**src/jffe_pkg.sv**
```systemverilog
// Package of the follower field extractor: request types, character codes,
// parser phase codes and the key text. Depends on nothing.
package jffe_pkg;

	localparam int unsigned KEY_LEN = 10;
	localparam int unsigned KEY_POS_W = 4;

	localparam logic [7:0] CHAR_NUL   = 8'h00;
	localparam logic [7:0] CHAR_TAB   = 8'h09;
	localparam logic [7:0] CHAR_LF    = 8'h0A;
	localparam logic [7:0] CHAR_CR    = 8'h0D;
	localparam logic [7:0] CHAR_SPACE = 8'h20;
	localparam logic [7:0] CHAR_QUOTE = 8'h22;
	localparam logic [7:0] CHAR_ZERO  = 8'h30;
	localparam logic [7:0] CHAR_NINE  = 8'h39;
	localparam logic [7:0] CHAR_COLON = 8'h3A;

	localparam logic [2:0] PH_KEY  = 3'd0;
	localparam logic [2:0] PH_WS1  = 3'd1;
	localparam logic [2:0] PH_WS2  = 3'd2;
	localparam logic [2:0] PH_DIG  = 3'd3;
	localparam logic [2:0] PH_OK   = 3'd4;
	localparam logic [2:0] PH_FAIL = 3'd5;

	typedef struct packed {
		logic       en;
		logic       last;
		logic [7:0] text_byte;
	} jffe_step_t;

	typedef struct packed {
		logic        found;
		logic [31:0] follower_count;
	} jffe_result_t;

	function automatic logic [7:0] key_char(input logic [KEY_POS_W-1:0] pos);
		logic [7:0] c;
		unique case (pos)
			4'd0:    c = CHAR_QUOTE;
			4'd1:    c = 8'h66;
			4'd2:    c = 8'h6F;
			4'd3:    c = 8'h6C;
			4'd4:    c = 8'h6C;
			4'd5:    c = 8'h6F;
			4'd6:    c = 8'h77;
			4'd7:    c = 8'h65;
			4'd8:    c = 8'h72;
			4'd9:    c = CHAR_QUOTE;
			default: c = CHAR_NUL;
		endcase
		return c;
	endfunction

endpackage

```
**src/jffe_in_if.sv**
```systemverilog
// Input channel of the follower field extractor: one text byte per request.
// Depends on nothing.
interface jffe_in_if;
	logic       valid;
	logic       ready;
	logic [7:0] text_byte;
	logic       last_byte;

	modport source(output valid, output text_byte, output last_byte, input ready);
	modport sink(input valid, input text_byte, input last_byte, output ready);
endinterface

```
**src/jffe_out_if.sv**
```systemverilog
// Result channel of the follower field extractor: one request per buffer.
// Depends on nothing.
interface jffe_out_if;
	logic        valid;
	logic        ready;
	logic        found;
	logic [31:0] follower_count;

	modport source(output valid, output found, output follower_count, input ready);
	modport sink(input valid, input found, input follower_count, output ready);
endinterface

```
**src/jffe_digit_acc.sv**
```systemverilog
// Decimal accumulate step: value times ten plus one digit, with overflow flag.
// Depends on nothing.
module jffe_digit_acc (
	input  logic [31:0] acc,
	input  logic [3:0]  digit,
	output logic [31:0] sum,
	output logic        ovf
);
	logic [35:0] wide;

	assign wide = {1'b0, acc, 3'b000} + {3'b000, acc, 1'b0} + {32'd0, digit};
	assign sum  = wide[31:0];
	assign ovf  = |wide[35:32];
endmodule

```
**src/jffe_parser.sv**
```systemverilog
// Parser state and per-byte transition: key matcher, separator checks and
// digit accumulation. Depends on jffe_pkg and jffe_digit_acc.
module jffe_parser
	import jffe_pkg::*;
(
	input  logic         clk,
	input  logic         arst_n,
	input  jffe_step_t   step,
	output jffe_result_t result
);
	logic [2:0]           phase_q;
	logic [KEY_POS_W-1:0] key_pos_q;
	logic [31:0]          acc_q;
	logic [2:0]           phase_d;
	logic [KEY_POS_W-1:0] key_pos_d;
	logic [31:0]          acc_d;
	logic [7:0]           b;
	logic                 b_space;
	logic                 b_digit;
	logic [3:0]           digit;
	logic [31:0]          acc_sum;
	logic                 acc_ovf;
	logic                 ok;

	assign b       = step.text_byte;
	assign b_space = (b == CHAR_SPACE) || (b == CHAR_TAB) || (b == CHAR_CR) || (b == CHAR_LF);
	assign b_digit = (b >= CHAR_ZERO) && (b <= CHAR_NINE);
	assign digit   = b[3:0];

	jffe_digit_acc u_acc (
		.acc   (acc_q),
		.digit (digit),
		.sum   (acc_sum),
		.ovf   (acc_ovf)
	);

	always_comb begin
		phase_d   = phase_q;
		key_pos_d = key_pos_q;
		acc_d     = acc_q;
		unique case (phase_q)
			PH_KEY: begin
				if (b == CHAR_NUL) begin
					phase_d = PH_FAIL;
				end else begin
					if (b == key_char(key_pos_q)) begin
						key_pos_d = key_pos_q + 1'b1;
					end else if (b == CHAR_QUOTE) begin
						key_pos_d = KEY_POS_W'(1);
					end else begin
						key_pos_d = '0;
					end
					if (key_pos_d == KEY_POS_W'(KEY_LEN)) begin
						phase_d = PH_WS1;
					end
				end
			end
			PH_WS1: begin
				if (!b_space) begin
					phase_d = (b == CHAR_COLON) ? PH_WS2 : PH_FAIL;
				end
			end
			PH_WS2: begin
				if (!b_space) begin
					if (b_digit) begin
						acc_d   = {28'd0, digit};
						phase_d = PH_DIG;
					end else begin
						phase_d = PH_FAIL;
					end
				end
			end
			PH_DIG: begin
				if (b_digit) begin
					if (acc_ovf) begin
						phase_d = PH_FAIL;
					end else begin
						acc_d = acc_sum;
					end
				end else begin
					phase_d = PH_OK;
				end
			end
			default: begin
			end
		endcase
	end

	assign ok                    = (phase_d == PH_DIG) || (phase_d == PH_OK);
	assign result.found          = ok;
	assign result.follower_count = ok ? acc_d : 32'd0;

	always_ff @(posedge clk or negedge arst_n) begin
		if (!arst_n) begin
			phase_q   <= PH_KEY;
			key_pos_q <= '0;
			acc_q     <= '0;
		end else if (step.en) begin
			if (step.last) begin
				phase_q   <= PH_KEY;
				key_pos_q <= '0;
				acc_q     <= '0;
			end else begin
				phase_q   <= phase_d;
				key_pos_q <= key_pos_d;
				acc_q     <= acc_d;
			end
		end
	end
endmodule

```
**src/json_follower_field_extract.sv**
```systemverilog
// Top level of the follower field extractor: input register, parser, result
// register. Depends on jffe_pkg, jffe_in_if, jffe_out_if and jffe_parser.
//
// The in channel takes one byte of a text buffer per request, with last_byte
// set on the final byte. The parser looks for the first quoted key
// "follower", then a colon and a decimal number, and a zero byte ends the scan.
// The out channel gives one request per buffer, after the byte marked last:
// found and follower_count, where follower_count is zero when found is low.
// A byte is registered on acceptance and parsed as it leaves the input register;
// the result of a buffer is then registered in the result register and shown on
// the out channel. One byte is accepted in every cycle, limited only by the result
// register: while a result waits, bytes that are not last keep flowing, and
// a last byte waits in the input register until the result is taken.
// Reset clears the parser to the start of a buffer and empties both registers.
module json_follower_field_extract
	import jffe_pkg::*;
(
	input  logic        clk,
	input  logic        arst_n,
	jffe_in_if.sink     in,
	jffe_out_if.source  out
);
	logic         valid_s1;
	logic [7:0]   text_byte_s1;
	logic         last_s1;
	logic         go_s1;
	logic         out_valid_q;
	jffe_result_t result_q;
	jffe_result_t result;
	jffe_step_t   step;

	assign go_s1    = valid_s1 && !(last_s1 && out_valid_q && !out.ready);
	assign in.ready = !valid_s1 || go_s1;

	always_ff @(posedge clk or negedge arst_n) begin
		if (!arst_n) begin
			valid_s1 <= 1'b0;
		end else if (in.ready) begin
			valid_s1 <= in.valid;
		end
	end

	always_ff @(posedge clk) begin
		if (in.valid && in.ready) begin
			text_byte_s1 <= in.text_byte;
			last_s1      <= in.last_byte;
		end
	end

	assign step.en        = go_s1;
	assign step.last      = last_s1;
	assign step.text_byte = text_byte_s1;

	jffe_parser u_parser (
		.clk    (clk),
		.arst_n (arst_n),
		.step   (step),
		.result (result)
	);

	always_ff @(posedge clk or negedge arst_n) begin
		if (!arst_n) begin
			out_valid_q <= 1'b0;
		end else if (go_s1 && last_s1) begin
			out_valid_q <= 1'b1;
		end else if (out.ready) begin
			out_valid_q <= 1'b0;
		end
	end

	always_ff @(posedge clk) begin
		if (go_s1 && last_s1) begin
			result_q <= result;
		end
	end

	assign out.valid          = out_valid_q;
	assign out.found          = result_q.found;
	assign out.follower_count = result_q.follower_count;
endmodule

```
**src/flat_wrapper.sv**
```systemverilog
// flat-port wrapper written by rule: the top's interface ports become plain ports
module json_follower_field_extract_flat import jffe_pkg::*;
  (clk, arst_n, in_valid, in_text_byte, in_last_byte, in_ready, out_valid, out_found, out_follower_count, out_ready);
  jffe_in_if in_i ();
  jffe_out_if out_i ();
  input  logic clk;
  input  logic arst_n;
  input wire logic [$bits(in_i.valid)-1:0] in_valid;
  input wire logic [$bits(in_i.text_byte)-1:0] in_text_byte;
  input wire logic [$bits(in_i.last_byte)-1:0] in_last_byte;
  output wire logic [$bits(in_i.ready)-1:0] in_ready;
  output wire logic [$bits(out_i.valid)-1:0] out_valid;
  output wire logic [$bits(out_i.found)-1:0] out_found;
  output wire logic [$bits(out_i.follower_count)-1:0] out_follower_count;
  input wire logic [$bits(out_i.ready)-1:0] out_ready;
  assign in_i.valid = in_valid;
  assign in_i.text_byte = in_text_byte;
  assign in_i.last_byte = in_last_byte;
  assign in_ready = in_i.ready;
  assign out_valid = out_i.valid;
  assign out_found = out_i.found;
  assign out_follower_count = out_i.follower_count;
  assign out_i.ready = out_ready;
  json_follower_field_extract u_core (.clk(clk), .arst_n(arst_n), .in(in_i), .out(out_i));
endmodule
```
**config.mk**
```make
export PLATFORM = sky130hd
export DESIGN_NAME = json_follower_field_extract_flat
export DESIGN_NICKNAME = d
export VERILOG_FILES = /design/src/jffe_pkg.sv /design/src/jffe_in_if.sv /design/src/jffe_out_if.sv /design/src/jffe_digit_acc.sv /design/src/jffe_parser.sv /design/src/json_follower_field_extract.sv /design/src/flat_wrapper.sv
export SDC_FILE = /design/constraint.sdc
export NUM_CORES = 1
export LEC_CHECK = 0
export BUFFER_PORTS_ARGS = -buffer_cell sky130_fd_sc_hd__buf_2
export CAP_MARGIN = 0
export CORE_ASPECT_RATIO = 0.75
export CORE_MARGIN = 3
export CORE_UTILIZATION = 45
export CTS_CLUSTER_DIAMETER = 120
export CTS_CLUSTER_SIZE = 40
export DETAILED_ROUTE_END_ITERATION = 16
export MAX_ROUTING_LAYER = met4
export PLACE_DENSITY = 0.64
export REMOVE_ABC_BUFFERS = 1
export SYNTH_ARGS = -nofsm -noshare
export SYNTH_HDL_FRONTEND = slang
export SYNTH_HIERARCHICAL = 1
export SYNTH_SLANG_ARGS = --single-unit
```
**constraint.sdc**
```tcl
create_clock -name clk -period 4.56 [get_ports clk]
set_clock_uncertainty 0.2 [all_clocks]
set_input_delay 0.684 -clock clk [delete_from_list [all_inputs] [get_ports clk]]
set_output_delay 0.684 -clock clk [all_outputs]
set_load 0.03 [all_outputs]
```
==> parameters.txt, run 1 <==
Parameter                              Value

Clock tree
  Clock H-tree levels    3
  CTS clk-pin slew, worst paths    0.07 ns
  Buffer levels on the longest clock path    2
  Num CTS Buffers    9
  TritonCTS clock tree    yes
  Number of clock sinks    83
  Quantity of hold-fixing buffers added after cts    0
  Worst-Skew Late Latency    0.36 ns
  Root Buffer    sky130_fd_sc_hd__clkbuf_16

Route
  DR WL/cell    18.96 µm
  Final antenna-violating net count    0
  Routed vias    5854
  Pre-Repair DR Iteration Count    5
  Via-per-instance ratio    6.023
  Detailed-route wire length    18.43 mm
  Number of design rule violations left after detail routing    0
  Drt first-iter violations    510

Global route
  Most congested layer reported by global routing    met1
  Global-route wire length before repair    29.61 mm
  Via count of the first global-routing pass    5594
  Met3 layer usage reported by global route    4.358%
  Congestion Overflow GR    0
  Maximum number of pins on one net before global-route repair    42
  Global Route met1 Usage    33.76%
  Total Routing Usage GR    22.96%
  Initial antenna violation count    0
  M2 GR Usage    32.70%

Synthesis
  Post-synthesis sequential element count    83
  Asr flop ratio synth    49.40%
  Netlist Area Pre-Place    6748 µm²
  Avg Inst Size Synth    9.531 µm²
  Count of yosys warnings during synthesis    6
  Sequential-to-total area share from yosys stat    33.90%
  Commonest register cell after synthesis    sky130_fd_sc_hd__edfxtp_1
  Yosys cell types    80
  Post-Synthesis Cells    708
  Post-synth EDFFs    42

STA
  Setup-failing EPs final    2
  Final max-slew violation count    0
  Fin Setup TNS    -0.009146 ns
  Slew margin rel.    25.95%
  Share of the cycle needed by the critical path after routing    100.2%
  Max frequency    0.2189 GHz
  Transition time at the pin with the least slew margin    1.108 ns
  Final hold violations    0
  Setup repair after global routing missed its margin    true
  Tmin final    4.568 ns
  Fin worst setup slack    -0.007891 ns
  Final hold slack    0.3051 ns

Cells and area
  Fraction of the core area covered by cells at the end of the flow    54.60%
  Nets    850
  Share of final-layout standard cells stronger than drive strength 1    20.47%
  Area overhead of the layout relative to synthesis    17.73%
  Finished Cell Area    7944 µm²
  Non-filler instance count after layout    972
  Number of antenna repair diodes    0

Floorplanning
  Starting utilization of the core area    46.38%
  Count of pins on the block boundary    48
  Area of the die    16520 µm²
  Std cell rows    38
  Overall die height    112.1 µm
  Core region area    14550 µm²
  DIE WIDTH    147.4 µm

Setup path
  Type of destination of the critical path    register
  Data required time at the worst endpoint    4.55 ns
  Arrival time of data at the critical path endpoint    4.56 ns
  Startpoint kind of the worst setup timing path    register
  Top fanout value on the critical path    5
  Worst R2R Start    u_core/u_parser/acc_q[1]
  CP startpoint    u_core/u_parser/acc_q[1]
  Worst Setup Path Type    reg2reg
  Count of cells along the worst register-to-register path    20
  Slack of the worst reg-to-reg path    -0.008 ns
  Endpoint of the lowest-slack register-to-register path    u_core/out.follower_count[2]

Placed design
  Worst Setup Slack post-DPL    -0.04898 ns
  PortBufs    47
  HPWL reported at the end of detailed placement    12.82 mm
  Placed instance count    943
  Routability-driven placement congestion ratio    0.9332
  Area after DPL    7244 µm²

Worst hold path
  Worst hold-check path type    in2reg
  Hold Path Sink    u_core/text_byte_s1[7]
  Min-Delay Startpoint    in_text_byte[7]
  Worst hold path cell count    1

Power and ir drop
  Power consumption    1.998 mW
  Maximum vdd drop    0.0001767 V
  Leakage dissipation    3.638 nW
  Pwr Density    251.6 nW/µm²

Run status
  Violated checks    negative setup slack
  Run status    finished with violations

Job
  Maximum Capacitance Violations    0
-- metal layers --
layer,wire length (µm),vias to the layer above
met3,953,20
met4,250,0
met2,8110,188
met5,0,-
met1,9112,2854
li1,-,2792
-- cells in the mapped netlist (10+ instances only) --
| cell type | instances | area, µm² |
|---|---|---|
| sky130_fd_sc_hd__a21oi_1 | 53 | 265.3 |
| sky130_fd_sc_hd__nand4_1 | 12 | 75.07 |
| sky130_fd_sc_hd__ha_1 | 68 | 850.8 |
| sky130_fd_sc_hd__nor2b_1 | 10 | 62.56 |
| sky130_fd_sc_hd__a22o_1 | 25 | 219.0 |
| sky130_fd_sc_hd__xnor2_1 | 17 | 148.9 |
| sky130_fd_sc_hd__a21o_1 | 23 | 172.7 |
| sky130_fd_sc_hd__o21ai_0 | 60 | 300.3 |
| sky130_fd_sc_hd__edfxtp_1 | 42 | 1261 |
| sky130_fd_sc_hd__nand3_1 | 10 | 50.05 |
| sky130_fd_sc_hd__o21a_1 | 11 | 82.58 |
| sky130_fd_sc_hd__inv_1 | 21 | 78.83 |
| sky130_fd_sc_hd__nand2_1 | 36 | 135.1 |
| sky130_fd_sc_hd__nor2_1 | 34 | 127.6 |
| sky130_fd_sc_hd__xor2_1 | 12 | 105.1 |
| sky130_fd_sc_hd__and2_1 | 32 | 200.2 |
| sky130_fd_sc_hd__clkbuf_1 | 23 | 86.33 |
| sky130_fd_sc_hd__dfrtp_1 | 41 | 1026 |
| sky130_fd_sc_hd__a31oi_1 | 10 | 62.56 |
| sky130_fd_sc_hd__nor3b_1 | 29 | 217.7 |
-- worst max path at each step --
stage                                    endpoint  slack (ns)  depth (start not counted)
finish               u_core/out.follower_count[2]      -0.008                         20
global route         u_core/out.follower_count[2]       -0.22                         19
CTS                     u_core/u_parser/acc_q[27]       0.006                         20
detailed placement  u_core/out.follower_count[31]       -0.05                         17
global placement        u_core/u_parser/acc_q[17]        0.11                         18
floorplan           u_core/out.follower_count[31]       -0.48                         16
-- where the power goes --
group	switching (mW)	internal (mW)
combinational	0.250	0.156
clock	0.313	0.439
sequential	0.0252	0.814
total	0.589	1.41
-- flip-flops by register name (all words and copies together) (netlist names) --
signal,cells
u_core/out.valid,1
u_core/valid_s1,1
u_core/u_parser/acc_q,32
u_core/last_s1,1
u_core/out.follower_count,32
u_core/u_parser/key_pos_q,4
u_core/text_byte_s1,8
u_core/out.found,1
u_core/u_parser/phase_q,3
-- area by class of cell --
type | instances | area (µm²)
fillers | 1309 | 6605
flip-flops and latches | 83 | 2287
inverters | 22 | 82.58
repair buffers | 92 | 696.9
clock buffers | 12 | 246.5
multi-input cells | 559 | 4330
clock inverters | 4 | 50.05
well taps | 200 | 250.2
-- cells by family after synthesis --
family | count (synthesis) | share of synthesized area (%)
flops | 83 | 33.90
compound gates | 245 | 24.92
fa+ha+maj | 70 | 13.20
mux | 4 | 0.6119
xor+xnor | 29 | 3.764
buf+inv | 66 | 5.285
simple gates | 211 | 18.32
-- what timing repair did --
action	in CTS	in global routing
setup buffers	8	2
endpoints found under the hold margin	0	0
gates resized for setup	15	38
pin swaps	12	25
setup endpoints to repair	28	65
gates cloned	1	2
-- layout by cell type (no fill, tap or decap), drive strengths merged, types with 6 or more instances in the layout --
cell type   n
xnor2      17
nand3      11
nand4      12
nor3b      29
a31oi      10
xor2       12
nor3        7
dfrtp      41
o22ai       6
a22o       28
ha         68
o21a       12
o21ai      61
edfxtp     42
and2       32
nor2b      10
a21o       25
a21oi      53
nor2       34
buf        90
clkbuf     14
nand2      36
inv        21
nor4        6
nand2b      9
-- worst max-delay path, stage by stage (launching register included) --
cell                        delay [ns]
sky130_fd_sc_hd__dfrtp_1          0.42
sky130_fd_sc_hd__ha_1             0.30
sky130_fd_sc_hd__ha_2             0.18
sky130_fd_sc_hd__inv_1            0.06
sky130_fd_sc_hd__fa_2             0.39
sky130_fd_sc_hd__nor2b_2          0.15
sky130_fd_sc_hd__o21bai_1         0.07
sky130_fd_sc_hd__a31oi_1          0.25
sky130_fd_sc_hd__a221o_1          0.29
sky130_fd_sc_hd__o31a_1           0.21
sky130_fd_sc_hd__o2111ai_2        0.13
sky130_fd_sc_hd__mux2_4           0.33
sky130_fd_sc_hd__nand4_1          0.14
sky130_fd_sc_hd__buf_4            0.16
sky130_fd_sc_hd__nand2_2          0.05
sky130_fd_sc_hd__nand4_1          0.11
sky130_fd_sc_hd__nand3_2          0.13
sky130_fd_sc_hd__a2111oi_4        0.33
sky130_fd_sc_hd__buf_6            0.20
sky130_fd_sc_hd__clkbuf_16        0.16
sky130_fd_sc_hd__o2bb2ai_2        0.12
No activity file was read; power rests on OpenSTA's default activity.
==> inputs of run 2 (changes only) <==
- SETUP_SLACK_MARGIN: default -> 0.5
==> parameters.txt, run 2 (synthesis gave the netlist of run 1 again) <==
Parameter                              Value

Power and ir drop
  Sw Share    29.91% (was 29.46%)
  Power consumption    1.991 mW (was 1.998 mW)
  Net load switching power    0.5956 mW (was 0.5887 mW)
  Clock power frac    37.8% (was 37.6%)
  Reg power frac    42.2% (was 42.0%)
  Portion of total power attributed to combinational logic    20.0% (was 20.3%)
  Leakage dissipation    3.761 nW (was 3.638 nW)
  Maximum vdd drop    0.0001741 V (was 0.0001767 V)
  Pwr Density    240.2 nW/µm² (was 251.6 nW/µm²)
  Internal power component    1.396 mW (was 1.410 mW)

STA
  Final max-slew violation count    0 (unchanged)
  Share of the cycle needed by the critical path after routing    101.3% (was 100.2%)
  Final hold violations    0 (unchanged)
  Slew margin rel.    28.04% (was 25.95%)
  Fin worst setup slack    -0.06127 ns (was -0.007891 ns)
  Max frequency    0.2164 GHz (was 0.2189 GHz)
  Setup repair after global routing missed its margin    true (unchanged)
  Setup-failing EPs final    27 (was 2)
  Transition time at the pin with the least slew margin    1.077 ns (was 1.108 ns)
  Tmin final    4.621 ns (was 4.568 ns)

Run status
  Run status    finished with violations (unchanged)
  Violated checks    negative setup slack (unchanged)

Route
  Pre-Repair DR Iteration Count    5 (unchanged)
  Met1 routed wirelength after detailed routing    9.297 mm (was 9.112 mm)
  Detailed route wirelength on metal2    8.511 mm (was 8.110 mm)
  Drt first-iter violations    539 (was 510)
  Via-per-instance ratio    6.035 (was 6.023)
  Number of design rule violations left after detail routing    0 (unchanged)
  Final antenna-violating net count    0 (unchanged)
  DR top layer    met4 (unchanged)
  DR WL/cell    19.56 µm (was 18.96 µm)
  Routed wire length on met3    1.056 mm (was 953 µm)
  Detailed-route wire length    19.21 mm (was 18.43 mm)
  Routed vias    5926 (was 5854)

Setup path
  Stages on the worst setup path    18 (was 20)
  Endpoint of the lowest-slack register-to-register path    u_core/out.follower_count[4] (was u_core/out.follower_count[2])
  Count of cells along the worst register-to-register path    18 (was 20)
  Top fanout value on the critical path    10 (was 5)
  CP Buf/Inv Count    3 (was 4)
  Cell with the largest stage delay on the worst path    sky130_fd_sc_hd__dfrtp_1 (unchanged)
  Slowest Stage Delay on Critical Path    0.46 ns (was 0.42 ns)
  Arrival time of data at the critical path endpoint    4.53 ns (was 4.56 ns)
  Worst R2R Start    u_core/u_parser/acc_q[25] (was u_core/u_parser/acc_q[1])
  Slack of the worst reg-to-reg path    -0.06 ns (was -0.008 ns)
  Worst Setup Path Type    reg2reg (unchanged)
  Startpoint kind of the worst setup timing path    register (unchanged)
  Data required time at the worst endpoint    4.47 ns (was 4.55 ns)
  Cell family contributing the most delay on the critical path    compound AO/OA/AOI/OAI gates (unchanged)
  Type of destination of the critical path    register (unchanged)
  Critical path capture point    u_core/out.follower_count[4] (was u_core/out.follower_count[2])
  CP startpoint    u_core/u_parser/acc_q[25] (was u_core/u_parser/acc_q[1])
  Critical path, cell by cell    ha_1 -> ha_1 -> nand2_1 -> nor2_1 -> and3_1 -> a41o_1 -> a311o_1 -> a311o_1 -> a31oi_1 -> nand4_1 -> buf_4 -> nor3_2 -> o21a_1 -> a2bb2oi_2 -> a2111oi_4 -> buf_4 -> buf_16 -> a22o_2 (was ha_1 -> ha_2 -> inv_1 -> fa_2 -> nor2b_2 -> o21bai_1 -> a31oi_1 -> a221o_1 -> o31a_1 -> o2111ai_2 -> mux2_4 -> nand4_1 -> buf_4 -> nand2_2 -> nand4_1 -> nand3_2 -> a2111oi_4 -> buf_6 -> clkbuf_16 -> o2bb2ai_2)

Clock tree
  Number of clock sinks    83 (unchanged)
  Clock H-tree levels    3 (unchanged)
  Buffer levels on the longest clock path    2 (unchanged)
  Quantity of hold-fixing buffers added after cts    0 (unchanged)
  CTS clk-pin slew, worst paths    0.06 ns (was 0.07 ns)
  Root Buffer    sky130_fd_sc_hd__clkbuf_16 (unchanged)
  TritonCTS clock tree    yes (unchanged)
  Worst-Skew Late Latency    0.36 ns (about the same)
  Num CTS Buffers    9 (unchanged)

Global route
  Initial antenna violation count    0 (unchanged)
  Global-route wire length before repair    30.64 mm (was 29.61 mm)
  Total Routing Usage GR    23.95% (was 22.96%)
  Congestion Overflow GR    0 (unchanged)
  Via count of the first global-routing pass    5686 (was 5594)
  Maximum number of pins on one net before global-route repair    42 (unchanged)

Placed design
  Routability-driven placement congestion ratio    0.9332 (unchanged)
  Placed instance count    943 (unchanged)
  HPWL reported at the end of detailed placement    12.82 mm (unchanged)
  PortBufs    47 (unchanged)

Cells and area
  Number of antenna repair diodes    0 (unchanged)
  Non-filler instance count after layout    982 (was 972)
  Fill cell instance count of the final layout    1289 (was 1309)
  Area overhead of the layout relative to synthesis    22.88% (was 17.73%)
  Leading cell types in the layout, fill and taps excluded    sky130_fd_sc_hd__ha_1, sky130_fd_sc_hd__a21oi_1, sky130_fd_sc_hd__buf_2 (was sky130_fd_sc_hd__ha_1, sky130_fd_sc_hd__o21ai_0, sky130_fd_sc_hd__a21oi_1)
  Leading cell type in the layout, fill and taps excluded    sky130_fd_sc_hd__ha_1 (unchanged)
  Share of final-layout standard cells stronger than drive strength 1    29.67% (was 20.47%)
  Nets    860 (was 850)

Floorplanning
  Count of pins on the block boundary    48 (unchanged)
  Core region area    14550 µm² (unchanged)
  Overall die height    112.1 µm (unchanged)
  Area of the die    16520 µm² (unchanged)
  DIE WIDTH    147.4 µm (unchanged)
  Std cell rows    38 (unchanged)
  Starting utilization of the core area    46.38% (unchanged)

Job
  Maximum Capacitance Violations    0 (unchanged)

Worst hold path
  Worst hold-check path type    in2reg (unchanged)
==> run 2: final cells by class <==
cell class	instances	area, µm²	share of cell area (%)
Inverter	22	82.58	0.9959
Sequential cell	83	2287	27.58
Timing Repair Buffer	102	807.0	9.733
Clock inverter	4	50.05	0.6036
Multi-Input combinational cell	559	4568	55.09
Tap cell	200	250.2	3.018
Clock buffer	12	246.5	2.973
==> run 2: per-stage QoR <==
step                      cell area, µm²  TNS (ns)  worst slack, ns  utilization (%)  hold WS (ns)
after global placement              7244         0           0.1109            49.79        0.3297
after CTS                           8041         0          0.04497            55.27        0.2910
after floorplan                     6474    -17.38          -0.4752                -        0.1884
after global routing                8292    -14.01          -0.2692            56.99        0.2928
after detailed placement            7244   -0.3505         -0.04898            49.79        0.3354
final                               8292   -0.7130         -0.06127            56.99        0.3033
==> run 2: worst min path at each step <==
stage                          from                endpoint  slack (ns)  depth (start not counted)
finish              in_text_byte[7]  u_core/text_byte_s1[7]        0.30                          1
global route        in_text_byte[4]  u_core/text_byte_s1[4]        0.29                          1
CTS                 in_text_byte[7]  u_core/text_byte_s1[7]        0.29                          1
detailed placement  u_core/valid_s1        u_core/out.valid        0.34                          1
global placement    u_core/valid_s1        u_core/out.valid        0.33                          1
floorplan                    arst_n        u_core/out.valid        0.19                          0
==> run 2: what timing repair did <==
item	CTS	global route
setup buffers	12	7
cloned	4	0
pin swaps	51	40
setup endpoints to repair	66	67
resized for setup	99	60
==> run 2: metal layers <==
layer / global-route usage [%] / vias to the layer above
li1: - / 2819
met1: 35.00 / 2877
met2: 33.59 / 201
met3: 4.883 / 29
met4: 7.138 / 0
met5: - / -
==> run 2: power by group through the flow <==
stage	logic, mW	registers [mW]	clock network [mW]
after floorplan	0.141	0.879	0
after detailed placement	0.298	0.852	0
after CTS	0.379	0.838	0.772
after global routing	0.420	0.843	0.800
after global placement	0.295	0.852	0
final	0.399	0.840	0.752
==> inputs of run 3 (changes only) <==
- SETUP_SLACK_MARGIN: 0.5 -> 0.2
- SYNTH_HIERARCHICAL: 1 -> default
==> parameters.txt, run 3 <==
Parameter                              Value

Synthesis
  Ranking of synthesized cells by area    sky130_fd_sc_hd__edfxtp_1, sky130_fd_sc_hd__dfrtp_1, sky130_fd_sc_hd__ha_1 (unchanged)
  Netlist Area Pre-Place    6579 µm² (was 6748 µm²)
  Area share of the largest cell type after synthesis    19.17% (was 18.69%)
  Commonest register cell after synthesis    sky130_fd_sc_hd__edfxtp_1 (unchanged)
  Area leader, netlist    sky130_fd_sc_hd__edfxtp_1 (unchanged)
  Leading post-synthesis cells by instance count    sky130_fd_sc_hd__ha_1, sky130_fd_sc_hd__a21oi_1, sky130_fd_sc_hd__edfxtp_1, sky130_fd_sc_hd__nand2_1, sky130_fd_sc_hd__dfrtp_1 (was sky130_fd_sc_hd__ha_1, sky130_fd_sc_hd__o21ai_0, sky130_fd_sc_hd__a21oi_1)
  Post-synthesis sequential element count    83 (unchanged)
  Most common cell in the netlist    sky130_fd_sc_hd__ha_1 (unchanged)
  Count of yosys warnings during synthesis    0 (was 6)
  Avg Inst Size Synth    9.923 µm² (was 9.531 µm²)
  Yosys cell types    80 (unchanged)
  Asr flop ratio synth    49.40% (unchanged)
  Post-Synthesis Cells    663 (was 708)
  Post-synth EDFFs    42 (unchanged)
  Sequential-to-total area share from yosys stat    34.77% (was 33.90%)

Route
  Routed vias    5406 (was 5926)
  Number of design rule violations left after detail routing    0 (unchanged)
  DR WL/cell    18.22 µm (was 19.56 µm)
  Detailed-route wire length    16.49 mm (was 19.21 mm)
  Drt first-iter violations    532 (was 539)
  Final antenna-violating net count    0 (unchanged)
  Via-per-instance ratio    5.973 (was 6.035)
  Pre-Repair DR Iteration Count    5 (unchanged)

Job
  Maximum Capacitance Violations    0 (unchanged)

Global route
  Total Routing Usage GR    21.11% (was 23.95%)
  Via count of the first global-routing pass    5139 (was 5686)
  Congestion Overflow GR    0 (unchanged)
  Global-route wire length before repair    27.03 mm (was 30.64 mm)
  Initial antenna violation count    0 (unchanged)
  Maximum number of pins on one net before global-route repair    42 (unchanged)

Placed design
  Routability-driven placement congestion ratio    0.8963 (was 0.9332)
  Worst Setup Slack post-DPL    0.2490 ns (was -0.04898 ns)
  PortBufs    47 (unchanged)
  HPWL reported at the end of detailed placement    12.07 mm (was 12.82 mm)
  Area after DPL    6983 µm² (was 7244 µm²)

Clock tree
  Buffer levels on the longest clock path    2 (unchanged)
  Worst-Skew Late Latency    0.34 ns (was 0.36 ns)
  Clock H-tree levels    3 (unchanged)
  Number of clock sinks    83 (unchanged)
  TritonCTS clock tree    yes (unchanged)
  Num CTS Buffers    9 (unchanged)
  CTS clk-pin slew, worst paths    0.07 ns (was 0.06 ns)
  Root Buffer    sky130_fd_sc_hd__clkbuf_16 (unchanged)
  Quantity of hold-fixing buffers added after cts    0 (unchanged)

Power and ir drop
  Maximum vdd drop    0.0001486 V (was 0.0001741 V)
  Pwr Density    222.5 nW/µm² (was 240.2 nW/µm²)
  Power consumption    1.627 mW (was 1.991 mW)
  Leakage dissipation    3.478 nW (was 3.761 nW)

Setup path
  Worst Setup Path Type    reg2reg (unchanged)
  Top fanout value on the critical path    16 (was 10)
  Cell family contributing the most delay on the critical path    compound AO/OA/AOI/OAI gates (unchanged)
  Cell with the largest stage delay on the worst path    sky130_fd_sc_hd__fa_1 (was sky130_fd_sc_hd__dfrtp_1)
  Critical path, cell by cell    inv_1 -> fa_1 -> inv_1 -> ha_1 -> a211oi_1 -> o211ai_1 -> a21boi_0 -> buf_4 -> o21a_1 -> o21a_1 -> o221a_2 -> a311oi_2 -> o211ai_4 -> buf_12 -> buf_12 -> a22oi_1 (was ha_1 -> ha_1 -> nand2_1 -> nor2_1 -> and3_1 -> a41o_1 -> a311o_1 -> a311o_1 -> a31oi_1 -> nand4_1 -> buf_4 -> nor3_2 -> o21a_1 -> a2bb2oi_2 -> a2111oi_4 -> buf_4 -> buf_16 -> a22o_2)
  Slack of the worst reg-to-reg path    0.36 ns (was -0.06 ns)
  Startpoint kind of the worst setup timing path    register (unchanged)
  Arrival time of data at the critical path endpoint    4.17 ns (was 4.53 ns)
  Data required time at the worst endpoint    4.53 ns (was 4.47 ns)
  Type of destination of the critical path    register (unchanged)
  CP Buf/Inv Count    5 (was 3)
  Slowest Stage Delay on Critical Path    0.57 ns (was 0.46 ns)

Floorplanning
  Overall die height    110.7 µm (was 112.1 µm)
  Starting utilization of the core area    46.90% (was 46.38%)
  Area of the die    16120 µm² (was 16520 µm²)
  Count of pins on the block boundary    48 (unchanged)
  DIE WIDTH    145.6 µm (was 147.4 µm)
  Std cell rows    37 (was 38)
  Core region area    14030 µm² (was 14550 µm²)

Cells and area
  Fraction of the core area covered by cells at the end of the flow    52.13% (was 56.99%)
  Leading cell type in the layout, fill and taps excluded    sky130_fd_sc_hd__ha_1 (unchanged)
  Share of final-layout standard cells stronger than drive strength 1    16.06% (was 29.67%)
  Leading cell types in the layout, fill and taps excluded    sky130_fd_sc_hd__ha_1, sky130_fd_sc_hd__a21oi_1, sky130_fd_sc_hd__buf_2 (unchanged)
  Area overhead of the layout relative to synthesis    11.14% (was 22.88%)
  Number of antenna repair diodes    0 (unchanged)
  Nets    788 (was 860)
  Finished Cell Area    7312 µm² (was 8292 µm²)

STA
  Transition time at the pin with the least slew margin    1.008 ns (was 1.077 ns)
  Final hold violations    0 (unchanged)
  Fin Setup TNS    0 ns (was -0.7130 ns)
  Fin worst setup slack    0.3600 ns (was -0.06127 ns)
  Max frequency    0.2381 GHz (was 0.2164 GHz)
  Setup repair after global routing missed its margin    true (unchanged)
  Setup-failing EPs final    0 (was 27)
  Tmin final    4.200 ns (was 4.621 ns)
  Slew margin rel.    32.64% (was 28.04%)
  Final max-slew violation count    0 (unchanged)
  Share of the cycle needed by the critical path after routing    92.11% (was 101.3%)

Run status
  Run status    complete, no violations (was finished with violations)

Worst hold path
  Worst hold-check path type    in2async (was in2reg)
[run 3: changes by cell type after synthesis, moves of 10 or more]
cell                       previous run  this run
sky130_fd_sc_hd__clkbuf_1            23         5
sky130_fd_sc_hd__o21ai_0             60        31
sky130_fd_sc_hd__nor3b_1             29         1
sky130_fd_sc_hd__mux2i_1              3        30
sky130_fd_sc_hd__nor2_1              34        24
sky130_fd_sc_hd__and2_1              32         4
sky130_fd_sc_hd__a21o_1              23        13
sky130_fd_sc_hd__nor2b_1             10        34
[run 3: worst register-to-register path, stage by stage (launching register included)]
cell,delay [ns]
sky130_fd_sc_hd__dfrtp_1,0.41
sky130_fd_sc_hd__inv_1,0.08
sky130_fd_sc_hd__fa_1,0.57
sky130_fd_sc_hd__inv_1,0.07
sky130_fd_sc_hd__ha_1,0.30
sky130_fd_sc_hd__a211oi_1,0.09
sky130_fd_sc_hd__o211ai_1,0.24
sky130_fd_sc_hd__a21boi_0,0.13
sky130_fd_sc_hd__buf_4,0.17
sky130_fd_sc_hd__o21a_1,0.18
sky130_fd_sc_hd__o21a_1,0.22
sky130_fd_sc_hd__o221a_2,0.31
sky130_fd_sc_hd__a311oi_2,0.40
sky130_fd_sc_hd__o211ai_4,0.14
sky130_fd_sc_hd__buf_12,0.18
sky130_fd_sc_hd__buf_12,0.15
sky130_fd_sc_hd__a22oi_1,0.20
[run 3: per-stage QoR]
stage,hold WS [ns],cells
finish,0.3008,905
global route,0.3016,905
CTS,0.3028,903
detailed placement,0.3170,887
global placement,0.3105,887
floorplan,0.1884,633
[run 3: cell families (layout without fill, tap and decap cells)]
kind of cell	Yosys count	after routing	share of synthesized area [%]
AO/OA/AOI/OAI	220	220	24.06
buffers and inverters	56	103	4.622
XOR/XNOR	30	30	3.994
AND/OR/NAND/NOR	174	174	14.45
flip-flops	83	83	34.77
adder cells (fa/ha/maj)	70	70	13.54
multiplexers	30	30	4.565
[run 3: path summary, 6_finish.rpt]
kind / start / end / cells past startpoint
worst max-delay path: u_core.u_parser.acc_q[2] / u_core.out.follower_count[1] / 16
worst min-delay path: arst_n / u_core.out.valid / 1
worst max register to register: u_core.u_parser.acc_q[2] / u_core.out.follower_count[1] / 16
worst min register to register: u_core.u_parser.acc_q[0] / u_core.u_parser.acc_q[0] / 1
max in group asynchronous: arst_n / u_core.u_parser.acc_q[7] / 1
min in group clk: in_text_byte[6] / u_core.text_byte_s1[6] / 1
[run 3: layer usage]
layer / part of all wire [%] / global-route usage, % / up-vias
met1: 52 / 31.26 / 2628
met4: 1.2 / 5.756 / 0
met5: 0 / - / -
li1: - / - / 2593
met3: 5.2 / 4.454 / 20
met2: 42 / 29.12 / 165
[run 3: final cells by class]
type,count,area (µm²)
clock buffer,11,242.7
clock inverter,5,37.54
fill,1275,6715
inverter,26,97.59
multi-input combinational,524,4025
sequential,83,2287
tap,195,244.0
timing repair buffer,61,377.9
[run 3: repair_timing]
action,CTS,global route
buffers inserted,0,2
endpoints found under the setup margin,0,60
resized for setup,0,4
[run 3: report_power, final]
part | internal (mW) | switching, mW | leakage, nW
Combinational | 0.0271 | 0.0787 | 2.36
Clock | 0.387 | 0.317 | 0.132
Sequential | 0.807 | 0.0102 | 0.983
Total | 1.22 | 0.406 | 3.48
